===== config.mk =====
export PLATFORM = sky130hd
export DESIGN_NAME = mvm_ram
export DESIGN_NICKNAME = d
export VERILOG_FILES = /design/src/mvm_ram.sv
export SDC_FILE = /design/constraint.sdc
export NUM_CORES = 1
export LEC_CHECK = 0
export BUFFER_PORTS_ARGS = -buffer_cell sky130_fd_sc_hd__clkbuf_2
export CAP_MARGIN = 40
export CORE_AREA = 2 2 271 273
export CTS_CLUSTER_DIAMETER = 100
export DETAILED_ROUTE_END_ITERATION = 10
export DIE_AREA = 0 0 273 275
export PLACE_DENSITY = 0.81
export SETUP_SLACK_MARGIN = 0.3
export SLEW_MARGIN = 20
export SYNTH_ARGS = -nofsm -noshare
export SYNTH_HDL_FRONTEND = slang
export SYNTH_SLANG_ARGS = --single-unit

===== constraint.sdc =====
create_clock -name clock -period 2.6 [get_ports clock]
set_clock_uncertainty 0.15 [all_clocks]
set_input_delay 0.52 -clock clock [delete_from_list [all_inputs] [get_ports clock]]
set_output_delay 0.52 -clock clock [all_outputs]
set_load 0.03 [all_outputs]

===== src/mvm_ram.sv =====
`default_nettype none

module mvm_ram #(
   parameter int WIDTH = 16,
   parameter int DEPTH = 64,
   localparam int ADDR_W = (DEPTH > 1) ? $clog2(DEPTH) : 1
) (
   input  wire logic              clock,
   input  wire logic              wr_en,
   input  wire logic [ADDR_W-1:0] wr_addr,
   input  wire logic [WIDTH-1:0]  wr_data,
   input  wire logic [ADDR_W-1:0] rd_addr,
   output logic      [WIDTH-1:0]  rd_data
);

   logic [WIDTH-1:0] mem [DEPTH];

   always_ff @(posedge clock) begin
      if (wr_en) begin
         mem[wr_addr] <= wr_data;
      end
      rd_data <= mem[rd_addr];
   end

endmodule

`default_nettype wire


==> results.md <==
* Outcome: completed
* Predominant post-synthesis flop cell: edfxtp_1
* Most common cell in the netlist: edfxtp_1
* Grt total ovfl at 0
* DIE HEIGHT at 275 µm
* Power consumption at 0.0349 W
* Final hold vios at 0
* Fmax at 0.433 GHz
* DR WL/cell at 31.3 µm
* Final instance area at 46500 µm²
* Worst-path maximum fanout at 16
* Vias in the first global route at 20800
* Relative slew slack at 0.437
* Row Count at 99
* # nets final at 2139
* Pins Over Slew Limit at 0
* Finished Layout Cells at 3155
* DRT Wirelength at 98800 µm
* Crit path arrival time at 2.65 ns
* CTS Buffer Depth at 3
* TritonCTS buffer count at 96
* Startpoint types: primary input
* CTS Root Cell: clkbuf_16
* Layout overhead on the synthesized area at 16.2%
* GRT Util Overall at 0.267
* Antenna Nets Post-Route at 0
* Via count at 20500
* CTS tree: yes
* Top cell type's share of synthesized area at 0.768
* Syn Area/Cell at 21.9 µm²
* Cell count after synthesis at 1829
* Synth cell types at 43
* Commonest cells post-synth: edfxtp_1 (1024), mux4_2 (220), mux2i_1 (85)
* Resized cells post-CTS at 0
* Final setup fails at 0
* Initial DRC count at 3009
* Met1 Use GR at 0.347
* Routability cong. at 0.871
* Dominant cell type by area after synthesis: edfxtp_1
* Pin count of the biggest net entering global routing at 65
* Port Buffers at 45
* GRT met2 Usage at 0.439
* Clock Sinks at 1040
* First-pass GRT wire length at 143000 µm
* Die area at 75100 µm²
* Clock period minus worst slack at 2.31 ns
* Synthesis warning total at 0
* Setup tns final at 0 ns
* Initial DRT Pass Iterations at 6
* Initial core utilization at 0.554
* Core area at 72300 µm²
* Placed inst area at 43300 µm²
* Period utilization at 0.888
* Area contributors post-synth: edfxtp_1 (77%), mux4_2 (12%), mux2i_1 (2.1%), dfxtp_1 (0.80%), mux2_2 (0.76%)
* Syn_nets at 1859
* Hold WC Path Type: primary input to flop
* Mapped cell area at 40000 µm²
* Die span in x at 273 µm
* # Post-CTS Setup Buffers at 0
* Initial antenna violation count at 5
* Critical Path RT at 2.94 ns
* DR vias/cell at 6.51
* # placed instances at 2970
* FF+latch count, synth at 1040
* Pleak at 15.1 nW
* DRC viols at 0
* RSZ-0062 raised after global routing: false
* CTS hold repair buffers at 0
* Ys async rst share at 0
* Pwr/cell area at 751 nW/µm²
* Worst-Margin Slew at 0.845 ns
* Layer with the highest usage: met2
* Clock-pin slew on the worst setup and hold paths at 0.06 ns
* Maximum vdd drop at 0.881 mV
* DP HPWL at 60000 µm
* Type of the worst setup path: primary input to flop
* CTS H-tree lvls at 3
* Register area share after synthesis at 0.776
* Endpoint type of the worst setup path: flop
* Max Cap Viol at 0
* Layout Utilization at 0.643
* M3 GR Usage at 0.0573
* Clock latency on the worst-skew pair at 0.66 ns
* Share of cells above drive strength 1 at 0.325
* Post-synth EDFFs at 1024
* # IOs at 46
[through the flow]
step,worst slack [ns],hold WS (ns)
3_3_place_gp,-0.251,0.687
4_1_cts,0.348,0.220
6_report,0.292,0.228
3_5_place_dp,-0.302,0.706
5_1_grt,0.312,0.220
2_1_floorplan,-0.0278,0.469
[per-layer routing]
| metal | up-vias | routed length [µm] |
|---|---|---|
| met5 | - | 46 |
| met4 | 8 | 5210 |
| met3 | 296 | 10500 |
| met2 | 1355 | 48500 |
| met1 | 10600 | 34500 |
| li1 | 8240 | - |
[path summary, 6_finish.rpt]
check | cells after the start | start | slack [ns] | endpoint
max reg2reg | 6 | mem[10][4] | 0.43 | rd_data[4]
min reg2reg | 5 | mem[56][14] | 0.72 | rd_data[14]
min | 2 | wr_data[10] | 0.23 | mem[22][10]
max | 7 | rd_addr[0] | 0.29 | rd_data[4]
[worst max-delay path, stage by stage]
cell,delay (ns)
buf_8,0.15
buf_12,0.18
buf_12,0.16
buf_4,0.33
mux4_2,0.55
a22oi_1,0.52
a311oi_1,0.20
[placed cells by master (no fill, tap or decap), drive strengths merged, types with 5 or more instances in the layout]
cell type,synthesis,routed
a221o,6,6
a311oi,8,8
nor2,74,74
edfxtp,1024,1024
diode,0,5
a41oi,5,5
nand2,60,60
nand3,24,24
dfxtp,16,16
a31oi,8,8
nand4,12,12
a211oi,8,8
clkbuf,27,168
inv,0,5
a21oi,17,17
mux2i,85,85
and4,5,5
nor2b,30,30
a22oi,39,39
a22o,6,6
a211o,8,8
a221oi,16,16
clkinv,0,37
o21ai,8,8
buf,77,243
mux2,27,27
mux4,224,224
bufinv,0,10
[final cells by class]
cell class                      instances  area (µm²)
Multi-Input combinational cell        685        8310
Tap cell                              959        1200
Antenna cell                            5        12.5
Clock buffer                          125        2690
Fill cell                            4443       25800
Timing Repair Buffer                  286        2740
Sequential cell                      1040       31100
Clock inverter                         55         529
[cells by family (layout without fill, tap and decap cells)]
| family | count (synthesis) | in the layout | synth area share |
|---|---|---|---|
| other cells | 0 | 5 | 0 |
| mux | 336 | 336 | 0.155 |
| flops | 1040 | 1040 | 0.776 |
| buf+inv | 104 | 466 | 0.0183 |
| simple gates | 220 | 220 | 0.0265 |
| compound gates | 129 | 129 | 0.0241 |
[flip-flops by register name, summed over array words and instances (netlist names)]
name / cells
rd_data: 16
mem: 1024
[power breakdown]
part	switching, W	total (W)	internal, W
clock network	0.00602	0.0143	0.00829
registers	0.0000697	0.0186	0.0186
logic	0.00123	0.00202	0.000785
total	0.00732	0.0349	0.0276
Power figures use the tool's default switching activity.
