## config.mk

```make
export PLATFORM = sky130hd
export DESIGN_NAME = mvm_mac
export DESIGN_NICKNAME = d
export VERILOG_FILES = /design/src/mvm_pkg.sv /design/src/mvm_mac.sv
export SDC_FILE = /design/constraint.sdc
export NUM_CORES = 1
export LEC_CHECK = 0
export BUFFER_PORTS_ARGS = -buffer_cell sky130_fd_sc_hd__buf_2
export CAP_MARGIN = 20
export CORE_ASPECT_RATIO = 1.4
export CORE_UTILIZATION = 40
export CTS_CLUSTER_DIAMETER = 120
export CTS_CLUSTER_SIZE = 16
export DETAILED_ROUTE_END_ITERATION = 6
export GPL_ROUTABILITY_DRIVEN = 0
export GPL_TIMING_DRIVEN = 0
export PLACE_DENSITY_LB_ADDON = 0.3
export SETUP_SLACK_MARGIN = 0.4
export SLEW_MARGIN = 10
export SYNTH_ARGS = -nofsm -noshare
export SYNTH_HDL_FRONTEND = slang
export SYNTH_SLANG_ARGS = --single-unit
export TNS_END_PERCENT = 20
```

## constraint.sdc

```tcl
create_clock -name clock -period 7.7 [get_ports clock]
set_input_delay 0.385 -clock clock [delete_from_list [all_inputs] [get_ports clock]]
set_output_delay 0.385 -clock clock [all_outputs]
set_load 0.03 [all_outputs]
```

## src/mvm_pkg.sv

```systemverilog
`default_nettype none

package mvm_pkg;

   // Fixed field widths of the request and response items.
   localparam int ROW_W      = 6;
   localparam int COL_W      = 6;
   localparam int SIZE_W     = 7;
   localparam int DOT_W      = 38;
   localparam int RSP_DATA_W = 48;
   localparam int RSP_PAD_W  = RSP_DATA_W - ROW_W - DOT_W;

   localparam logic [SIZE_W-1:0] SIZE_RESET = 7'd64;

   typedef enum logic [1:0] {
      KIND_MATRIX = 2'd0,
      KIND_VECTOR = 2'd1,
      KIND_RUN    = 2'd2
   } kind_type;

   // Control that travels with each issued store read.
   typedef struct packed {
      logic             valid;
      logic             first;
      logic             last_col;
      logic             last_row;
      logic [ROW_W-1:0] row;
   } mac_ctl_type;

   typedef struct packed {
      logic                    last;
      logic [ROW_W-1:0]        row;
      logic signed [DOT_W-1:0] dot;
   } result_type;

endpackage

`default_nettype wire

```

## src/mvm_mac.sv

```systemverilog
`default_nettype none

module mvm_mac #(
   parameter int ELEM_BITS = 16
) (
   input  wire logic                        clock,
   input  wire logic                        reset,
   input  wire mvm_pkg::mac_ctl_type        issue_ctl,
   input  wire logic signed [ELEM_BITS-1:0] mat_q,
   input  wire logic signed [ELEM_BITS-1:0] vec_q,
   output logic                             res_valid,
   output mvm_pkg::result_type              res
);

   mvm_pkg::mac_ctl_type ctl1_ff, ctl2_ff, ctl3_ff;
   logic signed [2*ELEM_BITS-1:0]     prod_ff;
   logic signed [mvm_pkg::DOT_W-1:0]  acc_ff, acc_in;

   // The first column of a row restarts the sum instead of adding to it.
   always_comb begin
      acc_in = (ctl2_ff.first ? '0 : acc_ff) + mvm_pkg::DOT_W'(prod_ff);
   end

   always_ff @(posedge clock) begin
      if (reset) begin
         ctl1_ff <= '0;
         ctl2_ff <= '0;
         ctl3_ff <= '0;
      end else begin
         ctl1_ff <= issue_ctl;
         ctl2_ff <= ctl1_ff;
         ctl3_ff <= ctl2_ff;
      end
   end

   always_ff @(posedge clock) begin
      prod_ff <= mat_q * vec_q;
      if (ctl2_ff.valid) begin
         acc_ff <= acc_in;
      end
   end

   assign res_valid = ctl3_ff.valid && ctl3_ff.last_col;
   assign res.last  = ctl3_ff.last_row;
   assign res.row   = ctl3_ff.row;
   assign res.dot   = acc_ff;

endmodule

`default_nettype wire

```

==> results of run 1 <==
[logic make-up after synthesis]
| family | count (synthesis) | synth area share [%] |
|---|---|---|
| fa+ha+maj | 382 | 46.80 |
| flops | 99 | 16.37 |
| compound gates | 171 | 7.890 |
| buf+inv | 342 | 9.086 |
| xor+xnor | 72 | 4.370 |
| simple gates | 430 | 15.48 |
[layout make-up]
type	instances	area, µm²
clock inverters	7	55.05
multi-input cells	1055	10760
repair buffers	89	460.4
well taps	456	570.5
flip-flops and latches	99	2364
fillers	3487	19530
inverters	291	1092
clock buffers	9	225.2
plain buffers	51	219.0
[stage by stage]
stage | area, µm² | util [%] | instances | setup WS (ps)
2_1_floorplan | 14430 | - | 1496 | 1949
3_3_place_gp | 15440 | 43.78 | 2040 | 816.4
3_5_place_dp | 15460 | 43.84 | 2041 | 829.6
4_1_cts | 15740 | 44.64 | 2057 | 1178
5_1_grt | 15740 | 44.64 | 2057 | 734.6
6_report | 15740 | 44.64 | 2057 | 1098
[synth_stat cells (14+ instances only)]
library cell,count
edfxtp_1,38
inv_1,291
fa_1,263
xor2_1,18
clkbuf_1,42
nor2b_1,73
o21ai_0,33
xnor2_1,54
nand3_1,14
nand2_1,138
and2_1,129
dfxtp_1,61
a21oi_1,56
nand2b_1,14
ha_1,119
a21o_1,27
nor2_1,37
[state kept, by name, summed over array words and instances, names as in the netlist]
| register | flops |
|---|---|
| prod_ff | 32 |
| ctl3_ff | 2 |
| res | 7 |
| ctl2_ff | 10 |
| acc_ff | 38 |
| ctl1_ff | 10 |
[metal layers]
layer | vias up | share of wire, %
met5 | - | 0
met4 | 0 | 5.3
met3 | 92 | 2.9
met2 | 194 | 56
met1 | 5226 | 36
li1 | 4799 | -
[critical path, delay by kind of cell]
kind	cells	cell delay (ps)
simple gates	4	530
buf+inv	3	830
fa+ha+maj	7	3490
xor+xnor	1	140
compound gates	5	1440
[worst min-delay path by stage]
stage                 start         end  slack (ps)  cells past startpoint
2_1_floorplan    ctl1_ff[0]  ctl2_ff[0]         410                      1
3_3_place_gp     ctl1_ff[7]  ctl2_ff[7]         410                      1
3_5_place_dp     ctl2_ff[1]     res[39]         420                      1
4_1_cts        issue_ctl[7]  ctl1_ff[7]         240                      2
5_1_grt        issue_ctl[1]  ctl1_ff[1]         260                      2
6_report       issue_ctl[3]  ctl1_ff[3]         250                      2
==> results.md, run 1 <==
- The net count after synthesis is between 1500 and 2000.
- The number of pins exceeding their max-slew limit in the final report was 0.
- The fmax is around 150 MHz.
- Among all stages on the critical path, the largest delay is contributed by a221oi_1.
- In the synthesized netlist the dominant register cell turns out to be dfxtp_1.
- By startpoint and endpoint, the worst setup path is classified as in2reg.
- In the global route stage, overall resource usage came out at between 10% and 20%.
- The number of cell instances on the worst register-to-register path is 15.
- The post-synthesis sequential area ratio is ~16%.
- The clock-pin transition on the worst setup and hold timing paths is 70 ps.
- The core region is between 30000 and 40000 µm².
- Clock latency on the worst-skew pair, taken at its later pin, is 340 ps.
- The initial DRC count is ~370.
- The setup TNS is 0 ps.
- The clock passes through at most 2 buffers.
- In this run the worst setup path begins at mat_q[9].
- The cell area that synthesis handed to floorplanning was 14430 µm².
- After detailed routing, the number of vias per cell comes to roughly 5.
- The floorplan die height is about 230 µm.
- The critical path ends at prod_ff[30].
- The H-tree generated during clock tree synthesis spans 3 levels.
- The setup slack on the worst flop-to-flop path is 3490 ps.
- Once the floorplan was initialized, standard cells occupied slightly above 40% of the core.
- The final global-route overflow total is 0.
- The headroom to the max-slew limit is approximately half.
- The number of global-route vias before repair is 11470.
- The mean post-synth cell area is roughly 9.6 µm².
- The first global-routing pass estimated ~56 mm of wire.
- The sum of routed wire length over all layers is approximately 34 mm.
- The average wire length per cell after detail routing is 16.57 µm.
- The number of library cell types mapped by synthesis is 52.
- The final period demand of the worst path is about 6600 ps.
- Yosys printed 0 warnings.
- The number of buffers added for setup after CTS is 0.
- STA classifies the critical path endpoint as a flip-flop.
- The clock skew after layout is between 10 and 15 ps.
- The post-detailed-placement half-perimeter wirelength is between 20 and 30 mm.
- The pre-antenna-repair detailed-routing pass consisted of 5 iterations.
- The post-cts hold buffer count is 0.
- The die covers between 30000 and 40000 µm².
- By area the synthesized netlist is led by fa_1 36%, ha_1 10%, dfxtp_1 8.5%, edfxtp_1 7.9%, inv_1 7.6%.
- Counting flops and latches in the post-synthesis netlist gives 99.
- The number of instances in the synthesized netlist is 1496.
- The tightest min-delay check is of the in2reg type.
- The largest single stage delay on the critical path is around 660 ps.
- CTS placed an instance of clkbuf_16 at the clock tree root.
- In the global route stage, met1 resource usage came out at 20.19%.
- The final number of hold-violating endpoints is 0.
- The CTS tree is yes.
- The top cell types in the final layout, fill and taps aside, are 291 x inv_1, 263 x fa_1, 138 x nand2_1.
- The endpoint identified for the worst register-to-register timing path is acc_ff[34].
- The number of buffers created by CTS is 9.
- The number of antenna violations at the first check in global routing is 0.
- The met3 demand-to-capacity share in global routing is about 2.3%.
- Setup violations remaining at the end of the flow were counted as 0.
- The detailed-route via count is 10310.
- Entering global routing, the biggest net connects 32 pins.
- At the worst endpoint, the arrival time is just under 7000 ps.
- The cell type with the largest total area after synthesis is fa_1.
- The library cell used most frequently in the layout, excluding fill and tap cells, is inv_1.
- The number of nets in the finished design is about 2000.
- The number of core rows is between 80 and 90.
- The area growth from synthesis to layout is 9.095%.
- In this run the remaining antenna-violating nets after routing total 0.
- The synthesized design contains 38 enable-type register cells.
- The number of antenna diodes in the final layout is 0.
- The number of remaining DRC errors is 0.
- Data on the critical path is required at its endpoint by around 7900 ps.
- The max capacitance violation total is 0.
- Setup repair after global routing left no endpoint under its margin.
- Post-CTS repair changed the size of 0 cells.
- The flow ran to the end, and the final reports show no timing, DRC or antenna violations.
- The sort of element at the start of the critical path is an input port.
- For this run, global-route usage on met2 was measured as a little under 40%.
- The portion of the clock cycle consumed by the worst path in the final layout is 85.74%.
- The largest fanout on the critical path is 10.
- The final-layout worst hold slack is about 250 ps.
- During I/O placement, the number of pins put on the boundary was 90.
- The cell that appears most often on the critical path is fa_1.
- The worst register-to-register path begins at ctl2_ff[8].
- The critical path goes through buf_2, clkbuf_1, nand2_1, fa_1, fa_1, fa_1, fa_1, inv_1, fa_1, fa_1, ha_1, nand2_1, a21oi_1, a221oi_1, o21ai_1, o211ai_1, a21oi_1, nor3_1, nor3_1, xor2_1.
- Of the post-synthesis cell area, the dominant cell type holds 36.48%.
- In this run the tool buffered the top-level ports with 88 buffer cells.
- The most crowded layer after global routing is met2.
- At the pin with the least slew margin, the transition time is just under 800 ps.
- For this design, the sink count on the clock tree is slightly below 100.
- From left edge to right edge, the die measures ~160 µm.
- The share of layout cells above drive strength 1 is under 10%.
- The share of flip-flops with an asynchronous set or reset is 0%.
Power of run 1 is left out: the tool's default activity adds up to more than one toggle a clock period on the data nets, which glitch-free logic cannot reach.
==> run 2, diff against run 1 <==
--- a/config.mk
+++ b/config.mk
@@ -7,6 +7,8 @@
 export LEC_CHECK = 0
 export BUFFER_PORTS_ARGS = -buffer_cell sky130_fd_sc_hd__buf_2
 export CAP_MARGIN = 20
+export CELL_PAD_IN_SITES_DETAIL_PLACEMENT = 1
+export CELL_PAD_IN_SITES_GLOBAL_PLACEMENT = 1
 export CORE_ASPECT_RATIO = 1.4
 export CORE_UTILIZATION = 40
 export CTS_CLUSTER_DIAMETER = 120
==> run 2 against run 1 <==
Compared with the run above:
- sequential share of layout area about the same
- flip-flop and latch count stayed put
- final area is essentially flat
- clock skew decreased by 1.1 ps
==> results.md, run 2 (same netlist as run 1, synthesis figures left out) <==
- The effective utilization at floorplan is 40.92%.
- Leaving out fill and tap cells, the most frequent cells in the layout are 291 x inv_1, 263 x fa_1, 138 x nand2_1.
- For the worst setup path, the data arrival time is 6820 ps.
- The floorplan has a little over 80 rows.
- The sum of routed wire length over all layers is around 38 mm.
- After the first detailed-routing iteration, the DRC count stood at 376.
- The most flop-heavy register is acc_ff.
- The clock-pin transition on the worst setup and hold timing paths is about 70 ps.
- STA classifies the critical path startpoint as an input port.
- The antenna violation net count after detailed routing is 0.
- The average wire length per cell after detail routing is roughly 18 µm.
- For this design, the CTS-stage hold fixing added 0 buffers.
- The critical path starts at mat_q[10].
- The setup check on the worst reg-to-reg path leaves a slack of between 3000 and 4000 ps.
- Setup repair after global routing left no endpoint under its margin.
- The via density per instance is ~5.
- The diode insertion count for antenna repair is 0.
- The final global-route overflow total is 0.
- The most common library cell in the layout ignoring fill and taps is inv_1.
- In the final layout, the registers with the most flip-flops are acc_ff: 38 flops, prod_ff: 32 flops.
- The startpoint identified for the worst register-to-register timing path is ctl2_ff[8].
- The count of buffers added on input and output ports is 88.
- The share of layout cells above drive strength 1 is between 7 and 8%.
- TritonCTS built the clock tree.
- The worst setup path is captured at a flip-flop.
- For the pin with the worst max-slew slack, the measured transition is around 730 ps.
- The number of pins exceeding their max-slew limit in the final report is 0.
- The largest fanout on the critical path is 10.
- The final setup violation count is 0.
- The region available for standard cell placement spans ~35000 µm².
- At the worst endpoint, the required time is roughly 7900 ps.
- The number of buffers added for setup after CTS is 0.
- In this run the tightest slew margin relative to its limit is 51.10%.
- The number of buffers created by CTS is 9.
- The number of buffers on the longest clock path is 2.
- Entering global routing, the biggest net connects 25 pins.
- The final number of hold-violating endpoints is 0.
- The depth of the CTS H-tree is 3.
- The clock skew after layout is between 9 and 10 ps.
- The number of global-route vias before repair was about 12000.
- After layout, the worst path uses a little under nine tenths of the clock period.
- The type of the setup path with the least slack is in2reg.
- The detailed-route via count is around 11000.
- The number of antenna violations at the first check in global routing came to 0.
- The pre-antenna-repair detailed-routing pass consisted of 5 iterations.
- In this run the most critical hold path is launched from issue_ctl[2].
- The worst path in the final design needs a cycle of roughly 6600 ps, including I/O delays and setup.
- The number of clock sinks seen by CTS is 99.
- The max capacitance violation total is 0.
- The number of top-level design ports is 90.
- The horizontal die dimension is about 160 µm.
- Compared with the post-synthesis result, the final layout area differs by 9.086%.
- From bottom edge to top edge, the die measures around 230 µm.
- The first global-routing pass estimated 61.60 mm of wire.
- The min-delay analysis places its worst path in the category in2reg.
- The number of gates resized after CTS was 0.
- The cell at the root of the clock tree is clkbuf_16.
- The overall track demand over capacity in global routing is between 20 and 25%.
- The register with the most flip-flops in the layout has 38 of them.
- The later pin in the worst-skew pair is clocked with a latency of between 300 and 400 ps.
- For this run, the top clock speed supported by timing is roughly 150 MHz.
- For this run, design rule violations remaining after detail routing come to 0.
- The flow ran to the end, and the final reports show no timing, DRC or antenna violations.
- In the final timing run, aggregate negative setup slack is 0 ps.
- The total die area is roughly 37000 µm².
- The number of nets in the finished design is roughly 2000.
- The post-detailed-placement half-perimeter wirelength is ~32 mm.
run 2: final timing paths:
check | endpoint | cells after the start
setup / recovery | prod_ff[30] | 20
hold / removal | ctl1_ff[2] | 2
setup reg to reg | acc_ff[36] | 15
hold reg to reg | ctl2_ff[9] | 1
run 2: cell type report:
type	instances	area, µm²
Timing Repair Buffer	89	460.4
Clock inverter	6	50.05
Tap cell	456	570.5
Clock buffer	10	229.0
Fill cell	4119	19530
Multi-Input combinational cell	1055	10760
Inverter	291	1092
Buffer	51	219.0
Sequential cell	99	2364
run 2: critical path: stages:
cell and delay, ps:
buf_2 190, clkbuf_1 490, nand2_1 170, fa_1 570, fa_1 580, fa_1 450
fa_1 650, inv_1 70, fa_1 500, fa_1 410, ha_1 360, nand2_1 90
a21oi_1 40, a221oi_1 640, o21ai_1 320, o211ai_1 310, a21oi_1 130, nor3_1 210
nor3_1 90, xor2_1 160
run 2: metrics by stage:
step | std cells | area (µm²) | setup WS (ps) | hold slack, ps | utilization [%]
global placement | 2040 | 15440 | 741.1 | 417.3 | 43.78
CTS | 2057 | 15740 | 1016 | 227.6 | 44.64
detailed placement | 2041 | 15460 | 659.0 | 429.5 | 43.84
global route | 2057 | 15740 | 682.9 | 240.3 | 44.64
finish | 2057 | 15740 | 1106 | 240.2 | 44.64
floorplan | 1496 | 14430 | 1949 | 413.8 | -
run 2: layer usage:
layer  wire [µm]  global-route usage (%)  part of all wire (%)  vias to the layer above
met3         833                   1.939                   2.2                       87
met5           0                       0                     0                        -
met4        1880                   10.40                   5.0                        0
li1            -                       -                     -                     4796
met2       21560                   43.88                    57                      166
met1       13360                   22.83                    35                     5460
Power of run 2 is left out for the same reason.
==> run 3, diff against run 2 <==
==> constraint.sdc (replaced) <==
create_clock -name clock -period 5.75 [get_ports clock]
set_input_delay 0.2875 -clock clock [delete_from_list [all_inputs] [get_ports clock]]
set_output_delay 0.2875 -clock clock [all_outputs]
set_load 0.03 [all_outputs]
==> run 3 against run 2 <==
Compared with the run above:
- global-route usage up 0.36 points
- register-to-register slack worse by 2000 ps
- die area did not move
- highest routed layer unchanged
- flip-flop and latch count did not move
- largest cell class unchanged
==> results.md, run 3 (same netlist as run 1, synthesis figures left out) <==
- The run finished with clean final reports.
- The detailed router placed approximately 11000 vias in this run.
- For this design, the sink count on the clock tree is 99.
- The number of cells on the worst reg-to-reg path is 13.
- The average wire length per cell after detail routing is between 15 and 20 µm.
- STA puts the critical path data required time at about 6000 ps.
- The worst min-delay path startpoint is issue_ctl[0].
- The clock-pin transition on the worst setup and hold timing paths is approximately 70 ps.
- The clock insertion delay at the later pin of the skew report is ~350 ps.
- The share of layout cells above drive strength 1 is approximately 17%.
- For this design the top-level I/O count stands at 90.
- Detailed placement ended at an HPWL of 31.96 mm.
- The overall track demand over capacity in global routing is ~22%.
- The number of global-route vias before repair is between 10000 and 15000.
- Setup repair after global routing could not meet its margin everywhere.
- The final cell count without fillers is 2096.
- The fmax is 176.4 MHz.
- The hold-critical path depth is 2.
- The launching point of the worst reg2reg path is ctl2_ff[8].
- Dividing the detail-routed via count by the number of cells gives ~5.1.
- Once the floorplan was initialized, standard cells occupied around two fifths of the core.
- Traced cell by cell, the critical path runs through buf_12, buf_8, and2_4, fa_1, inv_2, fa_1, fa_2, inv_2, fa_2, fa_1, inv_2, fa_1, inv_2, ha_4, buf_4, a211oi_2, o21ai_2, a31oi_1, o21ai_2, o211ai_1, a21oi_2, nor3_1, nor3_1, xor2_1.
- The worst path uses 98.61% of the clock period.
- During placement, the flow inserted port buffers numbering 88.
- More flip-flops sit in one register than any other, and that register is acc_ff.
- The category of cells accounting for the largest share of critical-path delay is adder cells.
- Among all stages on the critical path, the largest delay is contributed by fa_1.
- From synthesis to final layout, the design area changed by 18.16%.
- The die is about 230 µm tall.
- Entering global routing, the biggest net connects 29 pins.
- The final global-route overflow total is 0.
- The horizontal die dimension is roughly 160 µm.
- The cell at the root of the clock tree is clkbuf_16.
- The end point of the most critical hold path is ctl1_ff[0].
- Counting tap cells, the placed design contains a total of just over 2000 instances.
- The depth of the CTS H-tree is 3.
- The wire length of the first global-routing pass is 62.78 mm.
- The worst setup path is captured at a flip-flop.
- The largest fanout on the critical path is 8.
- The number of antenna violations at the first check in global routing is 0.
- Leaving out fill and tap cells, the most frequent cell in the layout is inv_1.
- The final layout contains routed wiring with a total length of 39.26 mm.
- TritonCTS built the clock tree.
- The endpoint identified for the worst register-to-register timing path is acc_ff[37].
- After detailed routing, the number of remaining DRC violations is 0.
- The worst register-to-register path has a setup slack of roughly 1500 ps.
- The class of the most critical hold timing path is in2reg.
- The max capacitance violation total is 0.
- The number of nets in the finished design is between 2000 and 2500.
- The antenna violation net count after detailed routing is 0.
- The floorplan step defined a core boundary enclosing 35270 µm².
- The data arrival time at the worst-slack endpoint is approximately 6000 ps.
- The number of antenna diodes in the final layout is 0.
- The pre-antenna-repair detailed-routing pass consisted of 4 iterations.
- The number of core rows is a little over 80.
- The sort of element at the start of the critical path is an input port.
- The total die area is between 30000 and 40000 µm².
- In the final layout, the registers with the most flip-flops are acc_ff: 38 flops, prod_ff: 32 flops.
- The final number of hold-violating endpoints is 0.
- The number of buffers on the longest clock path is 2.
- Setup violations remaining at the end of the flow were counted as 0.
- The register with the most flip-flops in the layout has 38 of them.
- After clock tree synthesis, the flow added hold-fix buffers numbering 0.
- On the worst path, the slowest cell contributes a delay of approximately 570 ps.
- In this run, CTS created clock tree buffers numbering 9.
- The type of the setup path with the least slack is in2reg.
- The number of pins exceeding their max-slew limit in the final report is 0.
- The library cells used most frequently in the layout, excluding fill and tap cells, are 273 x inv_1, 246 x fa_1, 135 x nand2_1.
- The clock period could shrink to 5670 ps.
- For the pin with the worst max-slew slack, the measured transition is 690.4 ps.
- The clock skew after layout is slightly above 9 ps.
- The number of buffers and inverters on the critical path is 7.
- The headroom to the max-slew limit is between 50% and 60%.
- In this run, the number of DRC markers left after iteration 0 of detailed routing was 360.
==> run 3: changes by cell type in the layout (fill, tap and decap cells not counted), moves of 18 or more <==
cell,before,now
buf_2,89,65
inv_1,291,273
buf_4,7,46
clkbuf_1,43,12
==> run 3: timing repair <==
action                                  in CTS  in global routing
endpoints found under the setup margin      17                 13
hold endpoints to repair                     0                  0
buffers inserted                            21                 13
pin swaps                                   34                 48
cloned                                       0                  5
resized for setup                          147                104
==> run 3: worst max path at each step <==
stage	startpoint	slack, ps	cells after the start	to
final	vec_q[6]	80	24	prod_ff[30]
after detailed placement	mat_q[8]	-880	21	prod_ff[31]
after global routing	vec_q[6]	-110	24	prod_ff[30]
after CTS	vec_q[9]	170	21	prod_ff[31]
after global placement	mat_q[8]	-890	20	prod_ff[30]
after floorplan	vec_q[4]	340	21	prod_ff[31]
==> run 3: metal layers <==
metal | share of wire (%) | vias up | track usage (%)
met5 | 0 | - | 0
met4 | 6.5 | 0 | 12.78
met3 | 2.6 | 103 | 2.030
met2 | 55 | 204 | 43.11
met1 | 36 | 5496 | 23.57
li1 | - | 4869 | -
==> run 3: stage by stage <==
stage          instance area, µm²  util [%]  TNS (ps)  worst slack, ps  hold slack (ps)
6_report                    17050     48.35         0            79.95            139.3
5_1_grt                     17050     48.35    -266.1           -105.2            141.6
4_1_cts                     16590     47.03         0            172.1            128.3
3_5_place_dp                15540     44.06     -7359           -881.9            423.9
3_3_place_gp                15520     44.00     -7038           -892.8            417.5
2_1_floorplan               14510         -         0            340.2            409.2
==> run 3: area by class of cell <==
class / instances / area [µm²]
plain buffers: 51 / 614.3
repair buffers: 128 / 1001
flip-flops and latches: 99 / 2364
clock inverters: 7 / 65.06
multi-input cells: 1055 / 11120
fillers: 3973 / 18220
clock buffers: 9 / 225.2
well taps: 456 / 570.5
inverters: 291 / 1095
==> run 3: worst reg2reg max path: stages, from the launching register on <==
cell,delay [ps]
dfxtp_1,330
clkbuf_1,450
clkbuf_1,520
nor2b_1,100
ha_1,230
a211oi_1,250
o21ai_0,230
o211ai_1,390
o211a_1,260
nor3_1,100
o41ai_1,660
o21ai_1,210
a21oi_1,230
xnor2_1,80
Power of run 3 is left out for the same reason.
